## src/rtl/jsu_pkg.sv

```systemverilog
// Shared types, codes and the UTF-8 encoder for the JSON string unescaper.
// Used by jsu_front, jsu_queue, jsu_back and the top level.
package jsu_pkg;

   localparam int QUEUE_DEPTH_DEFAULT = 4;

   localparam logic [2:0] ST_OK         = 3'd0;
   localparam logic [2:0] ST_EMPTY_ESC  = 3'd1;
   localparam logic [2:0] ST_BAD_ESC    = 3'd2;
   localparam logic [2:0] ST_FOUR_HEX   = 3'd3;
   localparam logic [2:0] ST_BAD_HEX    = 3'd4;
   localparam logic [2:0] ST_SIX_EXP    = 3'd5;
   localparam logic [2:0] ST_NO_SECOND  = 3'd6;

   // bytes[7:0] goes out first
   typedef struct packed {
      logic [31:0] bytes;
      logic [2:0]  count;
   } jsu_utf8_type;

   typedef struct packed {
      logic [31:0] bytes;
      logic [2:0]  count;
      logic        close;
      logic [2:0]  status;
   } jsu_job_type;

   function automatic jsu_utf8_type utf8_encode(input logic [20:0] cp);
      jsu_utf8_type r;
      r = '0;
      if (cp <= 21'h7F) begin
         r.bytes[7:0] = {1'b0, cp[6:0]};
         r.count      = 3'd1;
      end else if (cp <= 21'h7FF) begin
         r.bytes[7:0]  = {3'b110, cp[10:6]};
         r.bytes[15:8] = {2'b10, cp[5:0]};
         r.count       = 3'd2;
      end else if (cp <= 21'hFFFF) begin
         r.bytes[7:0]   = {4'b1110, cp[15:12]};
         r.bytes[15:8]  = {2'b10, cp[11:6]};
         r.bytes[23:16] = {2'b10, cp[5:0]};
         r.count        = 3'd3;
      end else if (cp <= 21'h10FFFF) begin
         r.bytes[7:0]   = {5'b11110, cp[20:18]};
         r.bytes[15:8]  = {2'b10, cp[17:12]};
         r.bytes[23:16] = {2'b10, cp[11:6]};
         r.bytes[31:24] = {2'b10, cp[5:0]};
         r.count        = 3'd4;
      end
      return r;
   endfunction

endpackage

```

## src/rtl/jsu_front.sv

```systemverilog
// Front end: accepts input words, runs the escape decoder and builds one job
// per word that causes results. Depends on jsu_pkg.
module jsu_front
   import jsu_pkg::*;
(
   input  logic        clock,
   input  logic        reset,
   input  logic        accept,
   input  logic [7:0]  in_byte,
   input  logic        carries_char,
   input  logic        token_end,
   output logic        job_valid,
   output jsu_job_type job
);

   localparam logic [1:0] PH_IDLE = 2'd0;
   localparam logic [1:0] PH_ESC  = 2'd1;
   localparam logic [1:0] PH_HEX  = 2'd2;
   localparam logic [1:0] PH_TAIL = 2'd3;

   localparam logic [7:0] CH_QUOTE = 8'h22;
   localparam logic [7:0] CH_SLASH = 8'h2F;
   localparam logic [7:0] CH_BSL   = 8'h5C;
   localparam logic [7:0] CH_B     = 8'h62;
   localparam logic [7:0] CH_F     = 8'h66;
   localparam logic [7:0] CH_N     = 8'h6E;
   localparam logic [7:0] CH_R     = 8'h72;
   localparam logic [7:0] CH_T     = 8'h74;
   localparam logic [7:0] CH_U     = 8'h75;

   logic [1:0]  phase_ff, phase_in;
   logic [2:0]  pos_ff, pos_in;
   logic [15:0] acc_ff, acc_in;
   logic [9:0]  hs_ff, hs_in;
   logic        pbad_ff, pbad_in;
   logic        hbad_ff, hbad_in;
   logic [2:0]  err_ff, err_in;
   logic        quote_ff, quote_in;

   logic [3:0]   hex_val;
   logic         hex_ok;
   logic [15:0]  acc_hex;
   logic         hbad_hex;
   logic         active;
   jsu_utf8_type enc;
   jsu_job_type  job_c;

   always_comb begin
      hex_ok  = 1'b1;
      hex_val = 4'd0;
      if (in_byte >= 8'h30 && in_byte <= 8'h39) begin
         hex_val = in_byte[3:0];
      end else if ((in_byte >= 8'h61 && in_byte <= 8'h66) ||
                   (in_byte >= 8'h41 && in_byte <= 8'h46)) begin
         hex_val = in_byte[3:0] + 4'd9;
      end else begin
         hex_ok = 1'b0;
      end
      acc_hex  = hex_ok ? {acc_ff[11:0], hex_val} : acc_ff;
      hbad_hex = hbad_ff | ~hex_ok;
   end

   always_comb begin
      phase_in = phase_ff;
      pos_in   = pos_ff;
      acc_in   = acc_ff;
      hs_in    = hs_ff;
      pbad_in  = pbad_ff;
      hbad_in  = hbad_ff;
      err_in   = err_ff;
      quote_in = quote_ff;
      job_c    = '0;
      enc      = '0;
      active   = (err_ff == ST_OK) && !quote_ff;

      if (carries_char && active) begin
         unique case (phase_ff)
            PH_ESC: begin
               phase_in = PH_IDLE;
               job_c.count = 3'd1;
               case (in_byte)
                  CH_QUOTE: job_c.bytes[7:0] = CH_QUOTE;
                  CH_SLASH: job_c.bytes[7:0] = CH_SLASH;
                  CH_BSL:   job_c.bytes[7:0] = CH_BSL;
                  CH_B:     job_c.bytes[7:0] = 8'h08;
                  CH_F:     job_c.bytes[7:0] = 8'h0C;
                  CH_N:     job_c.bytes[7:0] = 8'h0A;
                  CH_R:     job_c.bytes[7:0] = 8'h0D;
                  CH_T:     job_c.bytes[7:0] = 8'h09;
                  CH_U: begin
                     job_c.count = 3'd0;
                     phase_in    = PH_HEX;
                     pos_in      = 3'd0;
                     acc_in      = 16'd0;
                     hbad_in     = 1'b0;
                  end
                  default: begin
                     job_c.count = 3'd0;
                     err_in      = ST_BAD_ESC;
                  end
               endcase
            end
            PH_HEX: begin
               acc_in  = acc_hex;
               hbad_in = hbad_hex;
               pos_in  = pos_ff + 3'd1;
               if (pos_ff == 3'd3) begin
                  phase_in = PH_IDLE;
                  pos_in   = 3'd0;
                  if (hbad_hex) begin
                     err_in = ST_BAD_HEX;
                  end else if (acc_hex >= 16'hD800 && acc_hex <= 16'hDBFF) begin
                     hs_in    = acc_hex[9:0];
                     phase_in = PH_TAIL;
                     acc_in   = 16'd0;
                     pbad_in  = 1'b0;
                     hbad_in  = 1'b0;
                  end else begin
                     enc         = utf8_encode({5'd0, acc_hex});
                     job_c.bytes = enc.bytes;
                     job_c.count = enc.count;
                  end
               end
            end
            PH_TAIL: begin
               if (pos_ff == 3'd0) begin
                  pbad_in = pbad_ff | (in_byte != CH_BSL);
               end else if (pos_ff == 3'd1) begin
                  pbad_in = pbad_ff | (in_byte != CH_U);
               end else begin
                  acc_in  = acc_hex;
                  hbad_in = hbad_hex;
               end
               pos_in = pos_ff + 3'd1;
               if (pos_ff == 3'd5) begin
                  phase_in = PH_IDLE;
                  pos_in   = 3'd0;
                  if (pbad_in) begin
                     err_in = ST_NO_SECOND;
                  end else if (hbad_in) begin
                     err_in = ST_BAD_HEX;
                  end else begin
                     enc = utf8_encode(21'h10000 + {1'b0, hs_ff, acc_in[9:0]});
                     job_c.bytes = enc.bytes;
                     job_c.count = enc.count;
                  end
               end
            end
            default: begin
               if (in_byte == CH_QUOTE) begin
                  quote_in = 1'b1;
               end else if (in_byte == CH_BSL) begin
                  phase_in = PH_ESC;
               end else begin
                  job_c.bytes[7:0] = in_byte;
                  job_c.count      = 3'd1;
               end
            end
         endcase
      end

      if (token_end) begin
         if (err_in == ST_OK && !quote_in) begin
            unique case (phase_in)
               PH_ESC:  err_in = ST_EMPTY_ESC;
               PH_HEX:  err_in = ST_FOUR_HEX;
               PH_TAIL: err_in = ST_SIX_EXP;
               default: err_in = ST_OK;
            endcase
         end
         job_c.close  = 1'b1;
         job_c.status = err_in;
         phase_in = PH_IDLE;
         pos_in   = 3'd0;
         acc_in   = 16'd0;
         hs_in    = 10'd0;
         pbad_in  = 1'b0;
         hbad_in  = 1'b0;
         err_in   = ST_OK;
         quote_in = 1'b0;
      end
   end

   assign job       = job_c;
   assign job_valid = accept && (job_c.close || job_c.count != 3'd0);

   always_ff @(posedge clock) begin
      if (reset) begin
         phase_ff <= PH_IDLE;
         pos_ff   <= 3'd0;
         acc_ff   <= 16'd0;
         hs_ff    <= 10'd0;
         pbad_ff  <= 1'b0;
         hbad_ff  <= 1'b0;
         err_ff   <= ST_OK;
         quote_ff <= 1'b0;
      end else if (accept) begin
         phase_ff <= phase_in;
         pos_ff   <= pos_in;
         acc_ff   <= acc_in;
         hs_ff    <= hs_in;
         pbad_ff  <= pbad_in;
         hbad_ff  <= hbad_in;
         err_ff   <= err_in;
         quote_ff <= quote_in;
      end
   end

endmodule

```

## src/rtl/jsu_queue.sv

```systemverilog
// Job queue between the decoder front end and the result back end.
// Depends on jsu_pkg for the job type.
module jsu_queue
   import jsu_pkg::*;
#(
   parameter int QUEUE_DEPTH = QUEUE_DEPTH_DEFAULT
) (
   input  logic        clock,
   input  logic        reset,
   input  logic        push,
   input  jsu_job_type push_job,
   output logic        full,
   input  logic        pop,
   output logic        pop_valid,
   output jsu_job_type pop_job
);

   localparam int PTR_W = (QUEUE_DEPTH > 1) ? $clog2(QUEUE_DEPTH) : 1;
   localparam int CNT_W = $clog2(QUEUE_DEPTH + 1);

   jsu_job_type        mem_ff [QUEUE_DEPTH];
   logic [PTR_W-1:0]   wr_ptr_ff, wr_ptr_in;
   logic [PTR_W-1:0]   rd_ptr_ff, rd_ptr_in;
   logic [CNT_W-1:0]   cnt_ff, cnt_in;
   logic               do_push, do_pop;

   assign full      = (cnt_ff == CNT_W'(QUEUE_DEPTH));
   assign pop_valid = (cnt_ff != '0);
   assign pop_job   = mem_ff[rd_ptr_ff];
   assign do_push   = push && !full;
   assign do_pop    = pop && pop_valid;

   always_comb begin
      wr_ptr_in = wr_ptr_ff;
      rd_ptr_in = rd_ptr_ff;
      cnt_in    = cnt_ff;
      if (do_push) begin
         wr_ptr_in = (wr_ptr_ff == PTR_W'(QUEUE_DEPTH - 1)) ? '0 : wr_ptr_ff + 1'b1;
      end
      if (do_pop) begin
         rd_ptr_in = (rd_ptr_ff == PTR_W'(QUEUE_DEPTH - 1)) ? '0 : rd_ptr_ff + 1'b1;
      end
      if (do_push && !do_pop) begin
         cnt_in = cnt_ff + 1'b1;
      end else if (do_pop && !do_push) begin
         cnt_in = cnt_ff - 1'b1;
      end
   end

   always_ff @(posedge clock) begin
      if (reset) begin
         wr_ptr_ff <= '0;
         rd_ptr_ff <= '0;
         cnt_ff    <= '0;
      end else begin
         wr_ptr_ff <= wr_ptr_in;
         rd_ptr_ff <= rd_ptr_in;
         cnt_ff    <= cnt_in;
      end
   end

   always_ff @(posedge clock) begin
      if (do_push) begin
         mem_ff[wr_ptr_ff] <= push_job;
      end
   end

endmodule

```

## src/rtl/jsu_back.sv

```systemverilog
// Back end: takes jobs from the queue and sends their result words one per
// cycle via an output register unless rsp_tready stalls. Depends on jsu_pkg.
module jsu_back
   import jsu_pkg::*;
(
   input  logic        clock,
   input  logic        reset,
   input  logic        job_valid,
   input  jsu_job_type job,
   output logic        job_pop,
   output logic        rsp_tvalid,
   input  logic        rsp_tready,
   output logic [7:0]  rsp_tdata,
   output logic [4:0]  rsp_tuser,
   output logic        rsp_tlast
);

   jsu_job_type cur_ff;
   logic        cur_valid_ff;
   logic [2:0]  pos_ff;
   logic        out_valid_ff;
   logic [7:0]  out_data_ff, out_data_in;
   logic [4:0]  out_user_ff, out_user_in;
   logic        out_last_ff, out_last_in;

   logic [2:0]  total;
   logic        is_last;
   logic        emit;

   assign total   = cur_ff.count + {2'b00, cur_ff.close};
   assign is_last = (pos_ff == total - 3'd1);
   assign emit    = cur_valid_ff && (!out_valid_ff || rsp_tready);
   assign job_pop = job_valid && (!cur_valid_ff || (emit && is_last));

   always_comb begin
      out_last_in = is_last;
      if (pos_ff < cur_ff.count) begin
         out_data_in = cur_ff.bytes[pos_ff[1:0]*8 +: 8];
         out_user_in = {ST_OK, 1'b0, 1'b1};
      end else begin
         out_data_in = 8'd0;
         out_user_in = {cur_ff.status, 1'b1, 1'b0};
      end
   end

   always_ff @(posedge clock) begin
      if (reset) begin
         cur_valid_ff <= 1'b0;
         out_valid_ff <= 1'b0;
         pos_ff       <= 3'd0;
      end else begin
         if (job_pop) begin
            cur_valid_ff <= 1'b1;
            pos_ff       <= 3'd0;
         end else if (emit) begin
            if (is_last) begin
               cur_valid_ff <= 1'b0;
            end else begin
               pos_ff <= pos_ff + 3'd1;
            end
         end
         if (emit) begin
            out_valid_ff <= 1'b1;
         end else if (rsp_tready) begin
            out_valid_ff <= 1'b0;
         end
      end
   end

   always_ff @(posedge clock) begin
      if (job_pop) begin
         cur_ff <= job;
      end
      if (emit) begin
         out_data_ff <= out_data_in;
         out_user_ff <= out_user_in;
         out_last_ff <= out_last_in;
      end
   end

   assign rsp_tvalid = out_valid_ff;
   assign rsp_tdata  = out_data_ff;
   assign rsp_tuser  = out_user_ff;
   assign rsp_tlast  = out_last_ff;

endmodule

```

## src/rtl/json_string_unescape_utf8.sv

```systemverilog
// JSON string unescaper with UTF-8 output: one content byte of a string token
// per input word, decoded results one per output word. Input words are taken
// one per cycle while the job queue (QUEUE_DEPTH entries) has room; each word
// that causes results becomes one queue job. The back end sends one result
// word per cycle unless rsp_tready stalls it, so a word causing k results (up
// to four UTF-8 bytes plus the closing word) holds the back end until all k
// are sent, and the sustained rate is one input byte per cycle for ordinary
// text without stalls. Results pass the queue and the back end's job and output
// registers. Depends on jsu_pkg, jsu_front, jsu_queue, jsu_back.
module json_string_unescape_utf8
   import jsu_pkg::*;
#(
   parameter int QUEUE_DEPTH = QUEUE_DEPTH_DEFAULT
) (
   input  logic       clock,
   input  logic       reset,
   input  logic       req_tvalid,
   output logic       req_tready,
   input  logic [7:0] req_tdata,   // in_byte
   input  logic       req_tuser,   // carries_char
   input  logic       req_tlast,   // token_end
   output logic       rsp_tvalid,
   input  logic       rsp_tready,
   output logic [7:0] rsp_tdata,   // out_byte
   output logic [4:0] rsp_tuser,   // byte_valid, token_done, status[2:0]
   output logic       rsp_tlast    // run_last
);

   logic        accept;
   logic        q_full;
   logic        push;
   jsu_job_type push_job;
   logic        pop;
   logic        pop_valid;
   jsu_job_type pop_job;

   assign req_tready = !q_full;
   assign accept     = req_tvalid && req_tready;

   jsu_front u_front (
      .clock        (clock),
      .reset        (reset),
      .accept       (accept),
      .in_byte      (req_tdata),
      .carries_char (req_tuser),
      .token_end    (req_tlast),
      .job_valid    (push),
      .job          (push_job)
   );

   jsu_queue #(
      .QUEUE_DEPTH (QUEUE_DEPTH)
   ) u_queue (
      .clock     (clock),
      .reset     (reset),
      .push      (push),
      .push_job  (push_job),
      .full      (q_full),
      .pop       (pop),
      .pop_valid (pop_valid),
      .pop_job   (pop_job)
   );

   jsu_back u_back (
      .clock      (clock),
      .reset      (reset),
      .job_valid  (pop_valid),
      .job        (pop_job),
      .job_pop    (pop),
      .rsp_tvalid (rsp_tvalid),
      .rsp_tready (rsp_tready),
      .rsp_tdata  (rsp_tdata),
      .rsp_tuser  (rsp_tuser),
      .rsp_tlast  (rsp_tlast)
   );

endmodule
```

## config.mk

```make
export PLATFORM = sky130hd
export DESIGN_NAME = json_string_unescape_utf8
export DESIGN_NICKNAME = d
export VERILOG_FILES = /design/src/rtl/jsu_pkg.sv /design/src/rtl/jsu_front.sv /design/src/rtl/jsu_queue.sv /design/src/rtl/jsu_back.sv /design/src/rtl/json_string_unescape_utf8.sv
export SDC_FILE = /design/constraint.sdc
export NUM_CORES = 1
export LEC_CHECK = 0
export ABC_AREA = 1
export BUFFER_PORTS_ARGS = -buffer_cell sky130_fd_sc_hd__buf_2
export CAP_MARGIN = 10
export CORE_ASPECT_RATIO = 1.2
export CORE_MARGIN = 5
export CORE_UTILIZATION = 55
export CTS_CLUSTER_SIZE = 40
export DETAILED_ROUTE_END_ITERATION = 16
export PLACE_DENSITY = 0.72
export SYNTH_ARGS = -nofsm -noshare
export SYNTH_HDL_FRONTEND = slang
export SYNTH_SLANG_ARGS = --single-unit
```

## constraint.sdc

```tcl
create_clock -name clock -period 8.9 [get_ports clock]
set_clock_uncertainty 0.05 [all_clocks]
set_input_delay 1.78 -clock clock [delete_from_list [all_inputs] [get_ports clock]]
set_output_delay 1.78 -clock clock [all_outputs]
set_load 0.02 [all_outputs]
```

After elaboration in Yosys (flattened, before gate mapping)
Memory sizes are Yosys's and may differ from the RTL's. A register that Yosys moved wholly into a read port is not among the register bits.
Cells that the tools add are included.
Storage, ports and cells
  flip-flop bits (word level): 63
  bits in writable memories: 156
  input port bits: 14
  output and inout bits: 16
  logic and storage cells: 252
  memories kept: 1
Memories
  u_queue.mem_ff: depth 4, bits a word 39, rd ports 1, clocked after Yosys merged registers in 1, write ports 1, line jsu_queue.sv:21  | jsu_job_type mem_ff [QUEUE_DEPTH];
Operators by class
  add/subtract/negate cells: 10
  $lt $le $gt $ge: 15
  equal/unequal tests: 31
  shift-type cells: 1
  mux-type cells: 118
  bitwise logic cells: 5
  reductions and logical operators: 52
Operators with widths (number)
  35-bit two-way mux: 16
  16-bit two-way mux: 12
  10-bit two-way mux: 6
  8-bit by 7-bit == test with 1-bit output (second input constant): 7
  7-bit case mux with 8 select lines: 1
  24-bit two-way mux: 2
  3-bit two-way mux: 16
  16-bit case mux with 3 select lines: 1
  24-bit case mux with 2 select lines: 1
  11-bit two-way mux: 4
  11-bit case mux with 3 select lines: 1
  1-bit two-way mux: 32
  32-bit by 6-bit indexed part select with 8-bit output: 1
  27-bit two-way mux: 1
  3-bit case mux with 3 select lines: 3
  2-bit two-way mux: 12
  17-bit by 20-bit adder with 21-bit output (first input constant): 1
  21-bit by 11-bit less-or-equal comparator with 1-bit output (second input constant): 1
  21-bit by 16-bit less-or-equal comparator with 1-bit output (second input constant): 1
  21-bit less-or-equal comparator (second input constant): 1
  21-bit by 7-bit less-or-equal comparator with 1-bit output (second input constant): 1
  19-bit two-way mux: 1
  6-bit AND reduction: 3
  17-bit two-way mux: 1
  other kinds (45): 106

Longest topological paths before layout
Gate-level depths: netlist (run 1).
  depth in word-level cells: 37
  depth in mapped cells: 31
  gate-level depth less buffers: 30

By module
Synthesis (run 1) repeated with hierarchy kept, for this count alone.
Unflattened totals
  cell total of the unflattened synthesis: 1393
  area, all modules: 13195.2 um^2
By module, submodules not included
  jsu_queue: instances 1, cells each 448, area an instance 6287.3 um^2, sequential area each 4864.7 um^2
  jsu_front: instances 1, cells each 753, area an instance 4513.1 um^2, sequential area each 740.7 um^2
  jsu_back: instances 1, cells each 189, area an instance 2381.0 um^2, sequential area each 1691.6 um^2
  json_string_unescape_utf8: instances 1, cells each 3, area an instance 13.8 um^2, sequential area each 0.0 um^2

Least setup slack after synthesis (run 1)
OpenSTA, ideal clock, no wires.
  kind: input port to flip-flop
  start: input port req_tdata[0]
  end: memory u_queue.mem_ff[3][0] (netlist name), enable pin
  library setup time: 0.429 ns
  data arrival time: 5.399 ns
  required time: 8.421 ns
  setup slack: 3.022 ns
  cell stages on the path: 24
  path buffers: 1
  cells stage by stage: inv_1 ha_1 o21ai_2 nand2_2 nand2_4 nand2_4 buf_12 nand2_2 nand3_2 nand2_2 nand2_2 nor2_2 nand2_1 nor2_1 nand2_1 nand2_2 nand2_4 inv_6 nand2_4 nor2_4 nor2_2 nand3_4 nand2_2 nor2_1
RTL lines
  start, declared: line json_string_unescape_utf8.sv:19  | input logic [7:0] req_tdata,
  end, declared: line jsu_queue.sv:21

Final worst setup path (run 1)
  start: input port req_tdata[0]
  end: register u_queue.cnt_ff[2]
Between the ends
  word-level cells in the longest chain between the ends: 36
  elaborated cells between the ends (all ways): 87
  classes of those cells: 2 x add/sub; 14 x order compare; 10 x eq/ne; 43 x mux; 4 x bitwise; 14 x reduce/logical
Ends and longest elaborated chain
  8-bit by 7-bit >= comparator with 1-bit output (tied with other cells): line jsu_front.sv:53  | end else if ((in_byte >= 8'h61 && in_byte <= 8'h66) ||
  1-bit logical AND (on tied branches): line jsu_front.sv:53, jsu_front.sv:54
  1-bit logical OR: line jsu_front.sv:53
  4-bit two-way mux or 1-bit two-way mux (tied branches): line jsu_front.sv:53
  4-bit two-way mux or 1-bit two-way mux (tied branches): line jsu_front.sv:51  | if (in_byte >= 8'h30 && in_byte <= 8'h39) begin
  16-bit two-way mux: line jsu_front.sv:59  | acc_hex = hex_ok ? {acc_ff[11:0], hex_val} : acc_ff;
  16-bit two-way mux: line jsu_front.sv:128  | end else if (pos_ff == 3'd1) begin
  16-bit two-way mux: line jsu_front.sv:126  | if (pos_ff == 3'd0) begin
  [21 not listed]
  3-bit nonzero test (*): line jsu_front.sv:185  | assign job_valid = accept && (job_c.close || job_c.count != 3'd0);
  1-bit logical OR (*): line jsu_front.sv:185
  1-bit logical AND (*): line jsu_front.sv:185
  1-bit logical AND (*): line jsu_queue.sv:30  | assign do_push = push && !full;
  net u_queue.do_push: line jsu_queue.sv:25  | logic do_push, do_pop;
  1-bit logical NOT: line jsu_queue.sv:45  | end else if (do_pop && !do_push) begin
  1-bit logical AND: line jsu_queue.sv:45
  2-bit nonzero test (no source line)
  end signal, assigned: line jsu_queue.sv:58  | cnt_ff <= cnt_in;
  end, declared: line jsu_queue.sv:24  | logic [CNT_W-1:0] cnt_ff, cnt_in;
Mark *: on every way through the listed nets, which the timed path passes. The rest lies on a longest branch. The select of a mux whose other input is x is not followed.
A chain may end at the register's enable or synchronous reset.

==> summary.md, run 1 <==
| Metric | Value |
|---|---|
| Initial DRT Pass Iterations | `6` |
| Area added between synthesis and finish | `8.72%` |
| Post-CTS Setup Inserts | `0` |
| Clk buf depth | `3` |
| Required @ worst endpoint | `9230 ps` |
| Crit. path cell count | `28` |
| Vias | `9291` |
| Ys Warns | `0` |
| Top cells by area, synth | `edfxtp_1, dfxtp_1, nor2_1` |
| # nets final | `1337` |
| Final core occ | `0.608` |
| First-pass GRT wire length | `47800 um` |
| I/O Pins | `30` |
| EDFF count, synth | `194` |
| CP max FO | `22` |
| Fmax achieved | `0.171 GHz` |
| TritonCTS clock tree | `yes` |
| Cells resized by post-CTS repair | `0` |
| Post-DRT Antenna Nets | `0` |
| Share of cells above drive strength 1 | `0.127` |
| Mapped cell area | `12200 um^2` |
| Syn Area/Cell | `9.43 um^2` |
| End of the critical path | `u_queue.cnt_ff[2]` |
| Final Hold Viols | `0` |
| Crit path DAT | `6160 ps` |
| Most common cell on crit path | `inv_1` |
| 1st-iter DRT viols | `735` |
| Critical path class | `in -> reg` |
| Placed cell areas | `12500 um^2` |
| Worst vdd ir | `147 uV` |
| Max layer used | `met4` |
| M1 WL | `12200 um` |
| Final Critical Period | `5830 ps` |
| Die Span X | `146 um` |
| Residual DRC | `0` |
| Hold WC Path Type | `reg -> reg` |
| Clock sink total | `243` |
| Sequential area share after synthesis | `0.559` |
| Max Slew Vio Count | `0` |
| Crit Reg-Reg Endpoint | `u_queue.cnt_ff[2]` |
| GRT Total Usage | `0.235` |
| Core footprint | `21800 um^2` |
| Main synth FF type | `edfxtp_1` |
| Core Rows | `59` |
| Slew headroom | `0.235` |
| Crit. End Element | `register` |
| Dpl hpwl | `21700 um` |
| Synth Register Bits | `243` |
| Critical Path Max Stage Delay | `440 ps` |
| Critical path buffer and inverter count | `7` |
| P per Cell Area | `251 nW/um^2` |
| Leakage | `0.00477 uW` |
| Overall die height | `173 um` |
| Worst-skew pair later-pin latency | `500 ps` |
| GRT Residual Overflow | `0` |
| Reg clk slew, reported paths | `60 ps` |
| Gpl congestion | `1.02` |
| Mapped Cells | `1291` |
| Cts bufs inserted | `23` |
| Max stage delay cell, worst path | `nor3_1` |
| Syn nets | `1328` |
| Effective utilization at floorplan | `0.559` |
| Period utilization | `0.655` |
| Design area | `13200 um^2` |
| Hold_buf cts | `0` |
| Setup-failing EPs final | `0` |
| Distinct cells, synth | `54` |
| Least-Margin Pin Slew | `1150 ps` |
| Largest net degree at the start of global routing | `76` |
| Drt via density | `5.85` |
| Die Area | `25200 um^2` |
| RSZ-0062 raised after global routing | `false` |
| CTS H-tree lvls | `1` |
| Outcome | `completed` |
| Initial antenna violation count | `0` |
| Largest delay contributor family on the critical path | `simple AND/OR/NAND/NOR gates` |
| Met3 routed WL | `1520 um` |
| Share of the synthesized area in the top cell type | `0.478` |
| IO Port Bufs | `29` |
| Met2 wire len | `15200 um` |
| Flop2flop setup slack | `4030 ps` |
| Startpoint Class | `input port` |
| Setup TNS | `0 ps` |
| Vias in the first global route | `8901` |
| CP Launch Point | `req_tdata[0]` |
| Maxcap violations | `0` |
| Wire per inst | `19.1 um` |
| Cells on worst reg2reg path | `28` |
| Worst R2R Start | `u_front.pos_ff[0]` |
| Clock root cell | `clkbuf_16` |
| Async S/R FF share, synth | `0` |
| Total length of routed wires | `30300 um` |
| Number of diodes | `0` |
| Largest area contributor in the netlist | `edfxtp_1` |
==> synth_stat cells, types with 8 or more instances <==
cell        n
a211oi_1    8
a21oi_1    87
a31oi_1     8
clkbuf_1   39
dfxtp_1    49
edfxtp_1  194
ha_1       22
inv_1     129
inv_2      14
nand2_1   168
nand2_2    29
nand3_1    63
nand4_1     9
nor2_1    169
nor3_1     18
o211ai_1   12
o21ai_0   115
o22ai_1    58
==> power by group <==
part	leakage, uW	switching [uW]	internal (uW)
logic	0.00231	592	230
clock network	0.000345	390	557
registers	0.00211	63.9	1490
total	0.00477	1050	2280
==> worst min path at each step <==
stage / startpoint / to / cells past startpoint
finish: u_front.quote_ff / u_front.quote_ff / 2
global route: u_front.acc_ff[10] / u_front.acc_ff[10] / 2
CTS: u_front.acc_ff[3] / u_front.acc_ff[3] / 2
detailed placement: u_front.acc_ff[3] / u_front.acc_ff[3] / 2
global placement: u_front.acc_ff[3] / u_front.acc_ff[3] / 2
floorplan: u_front.acc_ff[10] / u_front.acc_ff[10] / 2
==> stage by stage <==
step | worst slack (ps) | std cells | hold WS, ps | total power [uW]
after global routing | 2760 | 1587 | 433 | 3510
after CTS | 3240 | 1587 | 418 | 3360
after detailed placement | 2730 | 1549 | 408 | 2410
after floorplan | 3020 | 1291 | 395 | 2160
final | 3070 | 1587 | 415 | 3330
after global placement | 2760 | 1549 | 403 | 2390
==> cells by family after synthesis <==
logic type,Yosys count,share of synthesized area
muxes,4,0.00329
and+or+nand+nor,503,0.196
DFF,243,0.559
buffers and inverters,198,0.0657
AOI/OAI and AO/OA,315,0.148
adders and majority gates,23,0.0243
xor gates and xnor gates,5,0.00360
==> placed cells by master, fill, tap and decap left out, types with 3 or more instances in the layout <==
cell and instances:
ha_1 22, nand2_1 168, nor2_4 10, o211ai_1 12, nand3b_1 3, nand3_2 5, nand4_1 9, a21oi_1 87
nand2_4 7, edfxtp_1 194, mux2i_1 4, o221ai_1 3, clkinvlp_4 3, nor3_1 18, or2_2 3, o22ai_1 58
inv_2 14, o21ai_0 115, nor4_1 4, clkbuf_16 23, dfxtp_1 48, a211oi_1 8, nand3_1 63, nor2_2 6
a211oi_2 3, buf_2 29, buf_4 7, bufinv_16 3, inv_1 129, o32ai_1 4, nand2_2 29, o21ai_2 6
nor2_1 164, o21ai_1 6, clkinv_1 4, xnor2_1 3, nand3_4 4, clkinv_2 3, a31oi_1 8
==> layer usage <==
metal | track usage | vias to the layer above
met3 | 0.0272 | 79
li1 | - | 4503
met2 | 0.410 | 328
met1 | 0.292 | 4381
met5 | 0 | -
met4 | 0.114 | 0
==> registers in the layout, summed over array words and instances, names as in the netlist, 2 cells and up <==
register,count
u_front.hs_ff,10
u_back.rsp_tuser,5
u_queue.cnt_ff,3
u_back.cur_ff,36
u_front.phase_ff,2
u_queue.mem_ff,144
u_front.pos_ff,3
u_queue.rd_ptr_ff,2
u_front.err_ff,3
u_queue.wr_ptr_ff,2
u_back.rsp_tdata,8
u_back.pos_ff,3
u_front.acc_ff,16
==> layout make-up <==
type,count,area [um^2]
repair buffers,36,198
well taps,274,343
clock buffers,25,583
multi-input cells,850,4610
inverters,146,556
clock inverters,13,144
flip-flops and latches,243,6810
fillers,1810,8540
==> worst min-delay path: stages, from the launching register on <==
cell     delay (ps)
dfxtp_1         310
nand2_1          60
a21oi_1          50
Note: power is estimated with default switching activity, not from simulation.
==> run 2: changes to the inputs <==
- clock period: 8.9 -> 5.88 ns (I/O delays scaled with it)
==> run 2 against run 1 <==
Sequential share of layout area decreased by 1.1 points. Utilization increased by 1.3 points. Via count grew 4.1%. Critical path depth decreased by 2. Final area increased by 2.2%. Clock-buffer cell count is 3 higher. Register-to-register slack worse by 3300 ps. Die area unchanged. Setup slack worse by 2300 ps. Clock power is 82% higher. Power rose by 62%. Largest cell class unchanged.
==> summary.md, run 2 (synthesized netlist as in run 1, its figures left out) <==
| Metric | Value |
|---|---|
| Largest net degree at the start of global routing | `75` |
| Crit Reg-Reg Endpoint | `u_queue.cnt_ff[2]` |
| GRT Total Usage | `0.256` |
| Final Hold Viols | `0` |
| Clock sink total | `243` |
| Wire per inst | `20.3 um` |
| Worst-skew pair later-pin latency | `520 ps` |
| Most flops, register | `u_queue.mem_ff` |
| Final Critical Period | `5130 ps` |
| # placed instances | `1558` |
| Reg clk slew, reported paths | `60 ps` |
| Number of diodes | `0` |
| Vias in the first global route | `9534` |
| Post-CTS Setup Inserts | `0` |
| Setup TNS | `0 ps` |
| P per Cell Area | `398 nW/um^2` |
| CTS H-tree lvls | `1` |
| Most frequent cells in the layout | `edfxtp_1, nand2_1, nor2_1, inv_1, o21ai_0` |
| Dpl hpwl | `22700 um` |
| Fmax achieved | `0.195 GHz` |
| I/O Pins | `30` |
| Startpoint Class | `input port` |
| Initial DRT Pass Iterations | `7` |
| Period utilization | `0.873` |
| Outcome | `completed` |
| Hold WC Path Type | `reg -> reg` |
| Total length of routed wires | `32400 um` |
| Worst vdd ir | `251 uV` |
| CP max FO | `22` |
| Max Slew Vio Count | `0` |
| Slew headroom | `0.399` |
| 1st-iter DRT viols | `972` |
| Core footprint | `21800 um^2` |
| Residual DRC | `0` |
| Worst R2R Start | `u_front.pos_ff[0]` |
| Post-DRT Antenna Nets | `0` |
| Crit. End Element | `register` |
| Gpl congestion | `1.00` |
| Initial antenna violation count | `0` |
| Final hold slack | `414 ps` |
| Least-Margin Pin Slew | `899 ps` |
| Post-Layout Cell Count | `1602` |
| Effective utilization at floorplan | `0.559` |
| Die Span X | `146 um` |
| # nets final | `1347` |
| Cts bufs inserted | `24` |
| Cells resized by post-CTS repair | `0` |
| TritonCTS clock tree | `yes` |
| Required @ worst endpoint | `6230 ps` |
| Setup-failing EPs final | `0` |
| Vias | `9669` |
| Cells on worst reg2reg path | `28` |
| Hold_buf cts | `0` |
| Core Rows | `59` |
| Clk buf depth | `3` |
| Crit path DAT | `5490 ps` |
| FILL cells | `1840` |
| Drt via density | `6.04` |
| Clock root cell | `clkbuf_16` |
| Share of cells above drive strength 1 | `0.137` |
| IO Port Bufs | `29` |
| Max reg flops | `144` |
| Hold Path Stages | `2` |
| Leakage | `0.00492 uW` |
| GRT Residual Overflow | `0` |
| Largest regs | `u_queue.mem_ff x144, u_back.cur_ff x36, u_front.acc_ff x16` |
| Flop2flop setup slack | `760 ps` |
| Overall die height | `173 um` |
| Critical path class | `in -> reg` |
| Area added between synthesis and finish | `11.1%` |
| Commonest non-fill, non-tap cell in the layout | `edfxtp_1` |
| Worst Hold End | `u_front.acc_ff[11]` |
| RSZ-0062 raised after global routing | `false` |
| First-pass GRT wire length | `51900 um` |
| Worst Min Path Start | `u_front.acc_ff[11]` |
| Maxcap violations | `0` |
| Die Area | `25200 um^2` |
==> run 2: cell types whose count changed in the layout (fill, tap and decap cells not counted), sizes merged <==
cell	change
bufinv	+4
buf	+9
clkbuf	+3
clkinv	+2
clkinvlp	-3
==> run 2: cell type report <==
cell class / count / area, um^2 / area share
Multi-Input combinational cell: 850 / 4610 / 0.341
Inverter: 146 / 556 / 0.0411
Clock inverter: 16 / 259 / 0.0192
Sequential cell: 243 / 6810 / 0.503
Timing Repair Buffer: 45 / 315 / 0.0233
Clock buffer: 28 / 637 / 0.0471
Tap cell: 274 / 343 / 0.0253
==> run 2: worst max-delay path by stage <==
stage | slack (ps) | depth (start not counted) | endpoint | start
global placement | 440 | 28 | u_queue.cnt_ff[2] | req_tdata[0]
global route | 290 | 26 | u_queue.cnt_ff[2] | u_front.pos_ff[0]
detailed placement | 290 | 26 | u_queue.cnt_ff[2] | req_tdata[0]
CTS | 830 | 26 | u_queue.cnt_ff[2] | req_tdata[0]
finish | 750 | 26 | u_queue.cnt_ff[2] | req_tdata[0]
floorplan | 610 | 24 | u_queue.mem_ff[3][0] | req_tdata[0]
==> run 2: routing by layer <==
metal | wire length (um) | share of wire | track usage
met5 | 0 | 0 | 0
met3 | 1710 | 0.053 | 0.0312
met4 | 1490 | 0.046 | 0.114
met1 | 12700 | 0.39 | 0.312
met2 | 16500 | 0.51 | 0.455
==> run 2: where the power goes <==
group          internal, uW  switching (uW)  leakage [uW]
Clock                  1080             634      0.000438
Combinational           371             944       0.00237
Sequential             2260            93.7       0.00211
Total                  3710            1670       0.00492
==> run 2: through the flow <==
step	worst slack [ps]	total power, uW	utilization	cell area, um^2
after floorplan	606	3270	-	12200
after detailed placement	294	3690	0.580	12600
after CTS	834	5410	0.621	13500
after global routing	286	5660	0.621	13500
after global placement	440	3650	0.580	12600
final	745	5390	0.621	13500
==> run 2: worst max-delay path: stages <==
cell	delay (ps)
buf_2	140
inv_1	120
ha_1	250
o21ai_2	90
nand2_2	110
nand2_4	120
nand2_4	290
inv_4	90
nor2_2	190
inv_1	110
nor3_1	360
nand2_1	190
nor2_1	360
inv_2	150
nand2_1	120
nand2_2	80
nand3_4	120
nand2_2	150
inv_1	90
ha_1	130
inv_1	70
fa_1	450
a21oi_1	170
o21ai_0	130
o21ai_0	160
a21oi_1	50
==> run 3: changes to the inputs <==
- CORE_UTILIZATION: 55 -> 60
- PLACE_DENSITY: 0.72 -> 0.77
==> run 3 against run 2 <==
Sequential power hardly changed. Clock power decreased by 14%. Global-route usage up 1.2 points. Power shrank 5.0%. Clock-buffer cell count increased by 3. Utilization is 4.6 points higher. Largest power group unchanged. Critical path depth rose by 1. Via count decreased by 2.5%. Cell count down 0.37%. Wire length shrank 3.5%. Maximum frequency grew 2.8%. Final area is 0.75% lower.
==> summary.md, run 3 (synthesized netlist as in run 1, its figures left out) <==
| Metric | Value |
|---|---|
| Cts bufs inserted | `24` |
| Reg area | `6810 um^2` |
| Gpl congestion | `0.991` |
| Wire per inst | `19.6 um` |
| Largest regs | `u_queue.mem_ff x144, u_back.cur_ff x36, u_front.acc_ff x16` |
| Outcome | `completed` |
| Hold Path Stages | `2` |
| Switching pwr | `1630 uW` |
| Combinational Power Share | `0.252` |
| Clock sink total | `243` |
| Cells on worst reg2reg path | `28` |
| Final Hold Viols | `0` |
| Worst Min Path Start | `u_front.acc_ff[10]` |
| Initial DRT Pass Iterations | `5` |
| TritonCTS clock tree | `yes` |
| 1st-iter DRT viols | `601` |
| Largest net degree at the start of global routing | `75` |
| Final core occ | `0.667` |
| Post-CTS Setup Inserts | `0` |
| Flop2flop setup slack | `910 ps` |
| P per Cell Area | `381 nW/um^2` |
| First-pass GRT wire length | `49900 um` |
| Overall die height | `166 um` |
| Critical path class | `in -> reg` |
| Total length of routed wires | `31300 um` |
| Cells resized by post-CTS repair | `0` |
| Vias in the first global route | `9301` |
| Clk buf depth | `3` |
| Residual DRC | `0` |
| Most flops, register | `u_queue.mem_ff` |
| I/O Pins | `30` |
| Crit. End Element | `register` |
| Drt via density | `5.91` |
| Max Slew Vio Count | `0` |
| Least-Margin Pin Slew | `886 ps` |
| Die Area | `23300 um^2` |
| Die Span X | `140 um` |
| Maxcap violations | `0` |
| Effective utilization at floorplan | `0.605` |
| Required @ worst endpoint | `6220 ps` |
| Final Critical Period | `5000 ps` |
| Hold WC Path Type | `reg -> reg` |
| Clock root cell | `clkbuf_16` |
| Worst vdd ir | `319 uV` |
| PnR worst setup slack | `884 ps` |
| Setup-failing EPs final | `0` |
| Fmax achieved | `0.200 GHz` |
| Dpl hpwl | `22300 um` |
| Post-DRT Antenna Nets | `0` |
| # nets final | `1350` |
| Period utilization | `0.850` |
| Most frequent cells in the layout | `edfxtp_1, nand2_1, nor2_1, inv_1, o21ai_0` |
| Share of cells above drive strength 1 | `0.140` |
| Core footprint | `20100 um^2` |
| Startpoint Class | `input port` |
| Number of diodes | `0` |
| Sequential fraction of design power | `0.460` |
| Design area | `13400 um^2` |
| Max reg flops | `144` |
| Pre-CTS setup slack | `391 ps` |
| Commonest non-fill, non-tap cell in the layout | `edfxtp_1` |
| Crit Reg-Reg Endpoint | `u_queue.cnt_ff[2]` |
| Leakage | `0.00488 uW` |
| Core Rows | `57` |
| Crit path DAT | `5340 ps` |
| Area added between synthesis and finish | `10.2%` |
| Slew headroom | `0.409` |
| Hold_buf cts | `0` |
| RSZ-0062 raised after global routing | `false` |
| Reg clk slew, reported paths | `60 ps` |
| Sw Share | `0.318` |
| Clock share of power | `0.289` |
| Setup TNS | `0 ps` |
| Multi-input logic area | `4610 um^2` |
| CTS H-tree lvls | `1` |
| IO Port Bufs | `29` |
| Worst-skew pair later-pin latency | `510 ps` |
| GRT Total Usage | `0.268` |
| P_int | `3490 uW` |
| Vias | `9431` |
| Worst Hold End | `u_front.acc_ff[10]` |
| Worst R2R Start | `u_front.pos_ff[0]` |
| Initial antenna violation count | `0` |
| CP max FO | `22` |
| GRT Residual Overflow | `0` |
| FILL cells | `1641` |
| Total power | `5120 uW` |
| Placed cell areas | `12600 um^2` |
run 3: metrics by stage:
stage               cells  hold slack (ps)
floorplan            1291              395
global placement     1552              402
detailed placement   1552              408
CTS                  1596              418
global route         1596              438
finish               1596              419
run 3: layer usage:
metal  track usage  wire length, um
met1         0.327            12200
met2         0.477            16000
met3        0.0314             1580
met4         0.118             1540
met5             0                0
run 3: cell type report:
type	instances	area share
Clock inverter	13	0.00783
Timing Repair Buffer	48	0.0252
Multi-Input combinational cell	850	0.343
Tap cell	265	0.0247
Clock buffer	31	0.0505
Sequential cell	243	0.507
Inverter	146	0.0414
run 3: power groups by stage:
stage / Combinational, uW / Clock (uW) / Sequential (uW)
5_1_grt: 1440 / 1590 / 2380
3_5_place_dp: 1290 / 0 / 2390
6_report: 1290 / 1480 / 2350
4_1_cts: 1290 / 1510 / 2350
2_1_floorplan: 844 / 0 / 2430
3_3_place_gp: 1260 / 0 / 2380
run 3: how the worst max path moves through the flow:
| stage | from | cells past startpoint | end | slack, ps |
|---|---|---|---|---|
| 3_3_place_gp | req_tdata[0] | 27 | u_queue.cnt_ff[2] | 440 |
| 5_1_grt | req_tdata[0] | 31 | u_queue.cnt_ff[2] | 440 |
| 3_5_place_dp | req_tdata[0] | 31 | u_queue.cnt_ff[2] | 390 |
| 6_report | req_tdata[0] | 27 | u_queue.cnt_ff[2] | 880 |
| 4_1_cts | req_tdata[0] | 31 | u_queue.cnt_ff[2] | 910 |
| 2_1_floorplan | req_tdata[0] | 24 | u_queue.mem_ff[3][0] | 610 |
run 3: critical path, cell delays in order:
cell     delay [ps]
buf_2           150
inv_1           100
ha_1            270
o21ai_2         160
nand2_2         100
nand2_4         160
nand2_4         210
nand2_1         130
nand3_1          80
nand2_1         210
nand2_1          80
nor2_1          170
nand4_1         130
nand2_2         270
nand4_1         220
nor2_4          190
nor2_2           60
nand3_4         100
nand2_2         150
inv_1           110
ha_1            140
inv_1            70
fa_1            430
a21oi_1         140
o21ai_0         110
o21ai_0         160
a21oi_1          60
